### config.mk
export PLATFORM = sky130hd
export DESIGN_NAME = aoc_alu
export DESIGN_NICKNAME = d
export VERILOG_FILES = /design/src/rtl/core/assert_macros.svh /design/src/rtl/core/aoc_pkg.sv /design/src/rtl/core/aoc_alu.sv
export SDC_FILE = /design/constraint.sdc
export NUM_CORES = 1
export LEC_CHECK = 0
export BUFFER_PORTS_ARGS = -buffer_cell sky130_fd_sc_hd__clkbuf_2
export CORE_AREA = 2 2 72 74
export DETAILED_ROUTE_END_ITERATION = 8
export DIE_AREA = 0 0 74 76
export GPL_TIMING_DRIVEN = 0
export PLACE_DENSITY = 0.84
export SKIP_LAST_GASP = 1
export SYNTH_ARGS = -nofsm -noshare
export SYNTH_HDL_FRONTEND = slang
export SYNTH_SLANG_ARGS = --single-unit
### constraint.sdc
create_clock -name vclk -period 4.8
set_input_delay 0.24 -clock vclk [all_inputs]
set_output_delay 0.24 -clock vclk [all_outputs]
set_load 0.01 [all_outputs]
### src/rtl/core/assert_macros.svh
// ----------------------------------------------------------------------------
// Assertion macros
// Concurrent assertion wrappers shared by the core RTL; they compile away
// when SYNTHESIS is defined.
// ----------------------------------------------------------------------------
`ifndef ASSERT_MACROS_SVH
`define ASSERT_MACROS_SVH

`ifndef SYNTHESIS

// Check a property on every rising clock edge, skipped while reset is high.
`define AOC_ASSERT(name, clk, rst, prop) \
   name: assert property (@(posedge clk) disable iff (rst) prop) \
      else $error("assertion failed");

// Check a property on every rising clock edge, reset included.
`define AOC_ASSERT_ALWAYS(name, clk, prop) \
   name: assert property (@(posedge clk) prop) \
      else $error("assertion failed");

`else

`define AOC_ASSERT(name, clk, rst, prop)
`define AOC_ASSERT_ALWAYS(name, clk, prop)

`endif

`endif

### src/rtl/core/aoc_pkg.sv
// ----------------------------------------------------------------------------
// Ambiguous overlap counter package
// Shared widths, codes and state encoding of the overlap counter core.
// ----------------------------------------------------------------------------
package aoc_pkg;

   // default configuration
   localparam int DEF_MAX_INTERVALS = 1024;
   localparam int DEF_POS_WIDTH     = 32;

   // fixed field widths
   localparam int ENTRY_INDEX_WIDTH = 10;
   localparam int COUNT_WIDTH       = 11;
   localparam int RESULT_WIDTH      = 32;
   localparam int CSR_DATA_WIDTH    = 32;
   localparam int CSR_ADDR_WIDTH    = 3;

   // register index, taken from paddr bit 2
   localparam logic [0:0] REG_INTERVAL_COUNT = 1'b0;

   typedef enum logic [0:0] {
      OP_WRITE = 1'b0,
      OP_QUERY = 1'b1
   } opcode_type;

   typedef enum logic [0:0] {
      ALU_ADD = 1'b0,
      ALU_SUB = 1'b1
   } alu_op_type;

   typedef enum logic [3:0] {
      ST_IDLE,
      ST_QEND,
      ST_PROBE,
      ST_IEND,
      ST_CMP_END,
      ST_CMP_START,
      ST_CMP_POS,
      ST_CMP_CLIP,
      ST_COUNT,
      ST_DONE
   } state_type;

endpackage

### src/rtl/core/aoc_alu.sv
// ----------------------------------------------------------------------------
// Overlap counter add/subtract unit
// Shared adder of the search sequencer; the top result bit is the carry of
// an add or the borrow of a subtract.
// ----------------------------------------------------------------------------
module aoc_alu #(
   parameter int WIDTH = aoc_pkg::DEF_POS_WIDTH + 1
) (
   input  aoc_pkg::alu_op_type op,
   input  logic [WIDTH-1:0]    op_a,
   input  logic [WIDTH-1:0]    op_b,
   output logic [WIDTH:0]      res
);

   // add or subtract one bit wider so the borrow lands in the top bit
   always_comb begin
      case (op)
         aoc_pkg::ALU_ADD: res = {1'b0, op_a} + {1'b0, op_b};
         aoc_pkg::ALU_SUB: res = {1'b0, op_a} - {1'b0, op_b};
         default:          res = '0;
      endcase
   end

endmodule

After elaboration in Yosys (flattened, before gate mapping)
Index checks and enable logic that the tools add are counted.

Output and inout bits: 34. Memories kept: 0. Memory bits (read-only): 0. Bits of input ports: 67. Flip-flop bits (word level): 0. Bits in latches: 0. Bits in writable memories: 0.

Reductions and logical operators: 0. Muxes and demuxes: 1. Divide/modulo/power cells: 0. Equal/unequal tests: 0. Magnitude comparators: 0. Bitwise operators: 1. Shift operators: 0. Multiply operators: 0. Add/sub/neg operators: 2.

Operator list (number): 34-bit one-hot mux with 2 select lines (1); 33-bit by 33-bit adder with 34-bit output (1); 33-bit by 33-bit subtractor with 34-bit output (1); 1-bit NOT (1).

Longest topological paths before layout
Word-level depth: 2. Gate-level depth with buffers: 17.

Least setup slack after synthesis
No wires, ideal clock.

Kind: input to output. From: in op_b[15]. To: out res[31]. Path buffers: 1. Arrival time: 3.585 ns. Stages on the path: 14. Path slack: 0.975 ns. Cells stage by stage: or4_4 -> nor4_4 -> nand2b_2 -> or4_4 -> nor3b_4 -> nor2_1 -> xnor2_1 -> ha_1 -> clkbuf_1 -> nand2_1 -> or3_1 -> o31ai_1 -> a221oi_1 -> xnor2_1.

Cells in the longest elaborated chain, start to end: 2. Elaborated cells on any way between the ends: 3. Those cells by class: add/sub: 2; mux: 1.

Ends and longest elaborated chain: from (decl) (RTL line aoc_alu.sv:11) `input logic [WIDTH-1:0] op_b,`; 33-bit by 33-bit subtractor with 34-bit output / 33-bit by 33-bit adder with 34-bit output (equally long branches) (RTL line aoc_alu.sv:19, aoc_alu.sv:18); 34-bit one-hot mux with 2 select lines (*) (RTL line aoc_alu.sv:17) `case (op)`; to (decl) (RTL line aoc_alu.sv:12) `output logic [WIDTH:0] res`.

Mark *: on every way between the ends. The rest lies on a longest branch, timed or not.

Worst setup path in the final report
Same ends and word-level chain as after synthesis.

==> impl_metrics.prom <==
# TYPE chip_impl_metric gauge
chip_impl_metric{name="worst_slack",unit="ns"} 0.435
chip_impl_metric{name="max_cap_viols",unit=""} 0
chip_impl_metric{name="num-clock-buffers",unit=""} 0
chip_impl_metric{name="cts.repair_timing.setup_buffer_count",unit=""} 0
chip_impl_metric{name="placementRows",unit=""} 26
chip_impl_metric{name="overflow",unit=""} 0
chip_impl_info{name="largest_family_of_logic_cells_by_synthesized_area",value="compound AO/OA/AOI/OAI gates"} 1
chip_impl_metric{name="groute.usage.overall",unit="%"} 25.0
chip_impl_metric{name="post_synth_mux_area_share",unit="%"} 0.410
chip_impl_info{name="crit_path_end_kind",value="output pin"} 1
chip_impl_metric{name="avgRoutedWirePerCell",unit="µm"} 13.2
chip_impl_metric{name="core",unit="µm²"} 4910
chip_impl_metric{name="report.final.hold_viol_count",unit=""} 0
chip_impl_metric{name="ant_nets",unit=""} 0
chip_impl_metric{name="synthDistinctLibCells",unit=""} 40
chip_impl_metric{name="layout-drive-gt1-share",unit="%"} 23.6
chip_impl_metric{name="worst_ep_required_time",unit="ns"} 4.56
chip_impl_metric{name="post_synthesis_share_of_cell_area_spent_on_xor_and_xnor_gates",unit="%"} 22.2
chip_impl_info{name="status",value="completed"} 1
chip_impl_metric{name="syn_area_per_cell",unit="µm²"} 6.66
chip_impl_info{name="worst_setup_path_start_kind",value="primary input"} 1
chip_impl_metric{name="syn_area",unit="µm²"} 2440
chip_impl_metric{name="syn_to_final_growth",unit="%"} 24.5
chip_impl_metric{name="ys_seq_area_share",unit="%"} 0
chip_impl_metric{name="drt_iter0_markers",unit=""} 211
chip_impl_metric{name="grt_antenna_before_repair",unit=""} 0
chip_impl_metric{name="netlist.area_leader.share",unit="%"} 19.4
chip_impl_metric{name="totalWireLength",unit="µm"} 7110
chip_impl_metric{name="fillerInstances",unit=""} 471
chip_impl_metric{name="x_dimension_of_the_die",unit="µm"} 74
chip_impl_metric{name="final-setup-viol-count",unit=""} 0
chip_impl_metric{name="max-vdd-ir-drop",unit="mV"} 0.118
chip_impl_metric{name="synthesis.nets",unit=""} 469
chip_impl_metric{name="leakage_power_summed_over_all_cells",unit="nW"} 1.43
chip_impl_info{name="netlist_top_cells_area",value="sky130_fd_sc_hd__xnor2_1 (19%), sky130_fd_sc_hd__ha_1 (17%), sky130_fd_sc_hd__a21oi_1 (12%)"} 1
chip_impl_info{name="synth.top_cells.by_count",value="sky130_fd_sc_hd__a21oi_1 (57), sky130_fd_sc_hd__xnor2_1 (54), sky130_fd_sc_hd__ha_1 (34), sky130_fd_sc_hd__nor2_1 (34), sky130_fd_sc_hd__nand2_1 (29)"} 1
chip_impl_metric{name="maxSlewViolCount",unit=""} 0
chip_impl_metric{name="initial_core_util",unit="%"} 49.7
chip_impl_metric{name="total_power_of_the_final_layout",unit="µW"} 610
chip_impl_metric{name="diodes",unit=""} 0
chip_impl_metric{name="yosys_warnings",unit=""} 0
chip_impl_metric{name="timing.final.crit_period",unit="ns"} 4.36
chip_impl_metric{name="postCtsResizedCells",unit=""} 0
chip_impl_metric{name="drc",unit=""} 0
chip_impl_metric{name="netlist_instances",unit=""} 367
chip_impl_info{name="worst_setup_startpoint",value="op_b[15]"} 1
chip_impl_metric{name="sequential_cell_area",unit="µm²"} 0
chip_impl_metric{name="worst_slew_pin_slew",unit="ns"} 0.534
chip_impl_metric{name="slew_headroom",unit="%"} 64.4
chip_impl_metric{name="die_height",unit="µm"} 76
chip_impl_metric{name="critical_path_peak_fanout",unit=""} 7
chip_impl_metric{name="whs_path_depth",unit=""} 5
chip_impl_metric{name="crit_path_arrival_time",unit="ns"} 4.12
chip_impl_metric{name="dp_worst_setup_slack",unit="ns"} 0.365
chip_impl_info{name="min-delay-path-class",value="in -> out"} 1
chip_impl_metric{name="design.portCount",unit=""} 101
chip_impl_metric{name="number_of_global_route_vias_before_repair",unit=""} 2748
chip_impl_info{name="library_cell_with_the_highest_instance_count_after_synthesis",value="sky130_fd_sc_hd__a21oi_1"} 1
chip_impl_metric{name="cts_hold_buffers",unit=""} 0
chip_impl_info{name="synth_largest_area_cell",value="sky130_fd_sc_hd__xnor2_1"} 1
chip_impl_metric{name="drt-vias-per-instance",unit=""} 5.57
chip_impl_metric{name="pin_count_of_the_biggest_net_entering_global_routing",unit=""} 11
chip_impl_metric{name="gp_congestion",unit=""} 0.924
chip_impl_info{name="crit_type",value="in -> out"} 1
chip_impl_metric{name="power_dens_cells",unit="nW/µm²"} 200
chip_impl_metric{name="post_synth_and_or_nand_nor_area_fraction",unit="%"} 23.5
chip_impl_metric{name="half_perimeter_wire_length_of_the_detailed_placement_result",unit="µm"} 6170
chip_impl_metric{name="num-nets-final",unit=""} 571
chip_impl_metric{name="timing.hold.ws",unit="ns"} 0.880
chip_impl_metric{name="synth-compound-area-share",unit="%"} 30.5
chip_impl_metric{name="final.period_utilization",unit="%"} 90.9
chip_impl_metric{name="layout.sequential_cells",unit=""} 0
chip_impl_metric{name="grt_first_pass_wirelength",unit="µm"} 11900
chip_impl_metric{name="port-buffer-count",unit=""} 100
chip_impl_info{name="grt_setup_unrepaired",value="no"} 1
chip_impl_metric{name="vias",unit=""} 2992
chip_impl_metric{name="dieArea",unit="µm²"} 5620
chip_impl_metric{name="timing.fmax",unit="MHz"} 229
chip_impl_metric{name="multiInputGateArea",unit="µm²"} 2330
chip_impl_metric{name="final.setup.tns",unit="ns"} 0
chip_impl_metric{name="synthAdderAreaFrac",unit="%"} 18.2
chip_impl_info{name="timing.hold.worst.start",value="op_a[0]"} 1
chip_impl_metric{name="detail_route.first_pass.iterations",unit=""} 5
-- power breakdown --
part / switching, mW / internal (mW)
Sequential: 0 / 0
Combinational: 0.349 / 0.261
Clock: 0 / 0
Total: 0.349 / 0.261
-- final timing paths --
kind | slack [ns] | end
max | 0.44 | res[31]
min | 0.88 | res[0]
-- layout by cell type, fill, tap and decap left out, types with 2 or more instances in the layout --
cell,synthesis,layout
sky130_fd_sc_hd__or4_4,2,2
sky130_fd_sc_hd__o21ai_0,20,20
sky130_fd_sc_hd__nor3b_4,2,2
sky130_fd_sc_hd__nor3_1,10,10
sky130_fd_sc_hd__a41oi_1,2,2
sky130_fd_sc_hd__o21bai_1,6,6
sky130_fd_sc_hd__nor4_1,3,2
sky130_fd_sc_hd__nand3_1,4,4
sky130_fd_sc_hd__o31ai_1,2,2
sky130_fd_sc_hd__a21boi_0,2,2
sky130_fd_sc_hd__nand2b_1,2,2
sky130_fd_sc_hd__inv_1,19,19
sky130_fd_sc_hd__clkbuf_1,15,15
sky130_fd_sc_hd__a21oi_1,57,57
sky130_fd_sc_hd__nand2_1,29,29
sky130_fd_sc_hd__nand4_1,9,9
sky130_fd_sc_hd__and2_1,5,5
sky130_fd_sc_hd__a21o_1,7,7
sky130_fd_sc_hd__xnor2_1,54,54
sky130_fd_sc_hd__or3_1,3,3
sky130_fd_sc_hd__o211ai_1,2,2
sky130_fd_sc_hd__clkbuf_2,0,100
sky130_fd_sc_hd__xor2_1,8,8
sky130_fd_sc_hd__o211a_1,2,2
sky130_fd_sc_hd__and3_1,2,2
sky130_fd_sc_hd__nor2_1,34,34
sky130_fd_sc_hd__o21a_1,6,6
sky130_fd_sc_hd__ha_1,34,34
sky130_fd_sc_hd__a211oi_1,3,3
sky130_fd_sc_hd__a31o_2,2,2
sky130_fd_sc_hd__nor2b_1,3,3
sky130_fd_sc_hd__a31oi_1,9,9
-- cell families (layout without fill, tap and decap cells) --
logic type,Yosys count,in the layout
simple gates,111,111
xor+xnor,62,62
compound gates,124,124
fa+ha+maj,35,35
mux,1,1
buf+inv,34,134
-- per-stage QoR --
stage | utilization (%) | instances | area (µm²)
floorplan | - | 367 | 2440
global placement | 61.7 | 537 | 3030
detailed placement | 61.7 | 537 | 3030
CTS | 61.7 | 537 | 3030
global route | 61.9 | 537 | 3040
finish | 61.9 | 537 | 3040
-- critical path, stage by stage --
cell and delay, ns:
sky130_fd_sc_hd__clkbuf_2 0.11, sky130_fd_sc_hd__or4_4 0.56, sky130_fd_sc_hd__nor4_4 0.18, sky130_fd_sc_hd__nand2b_2 0.12, sky130_fd_sc_hd__or4_4 0.46, sky130_fd_sc_hd__nor3b_4 0.26
sky130_fd_sc_hd__nor2_1 0.08, sky130_fd_sc_hd__xnor2_1 0.15, sky130_fd_sc_hd__ha_1 0.27, sky130_fd_sc_hd__clkbuf_1 0.27, sky130_fd_sc_hd__nand2_1 0.16, sky130_fd_sc_hd__or3_1 0.35
sky130_fd_sc_hd__o31ai_1 0.44, sky130_fd_sc_hd__a221oi_1 0.16, sky130_fd_sc_hd__xnor2_1 0.16, sky130_fd_sc_hd__clkbuf_2 0.15
-- area by class of cell --
class | instances | share of cell area (%)
multi-input combinational | 333 | 76.5
tap | 70 | 2.88
inverter | 19 | 2.34
timing repair buffer | 100 | 16.4
buffer | 15 | 1.85
-- metal layers --
metal,vias up,share of wire [%],GRT usage [%]
met5,-,0,0
met4,0,1.6,3.27
met3,12,5.1,0.661
met2,112,47,42.1
met1,1342,46,35.8
li1,1526,-,-
Note: power is estimated with default switching activity, not from simulation.
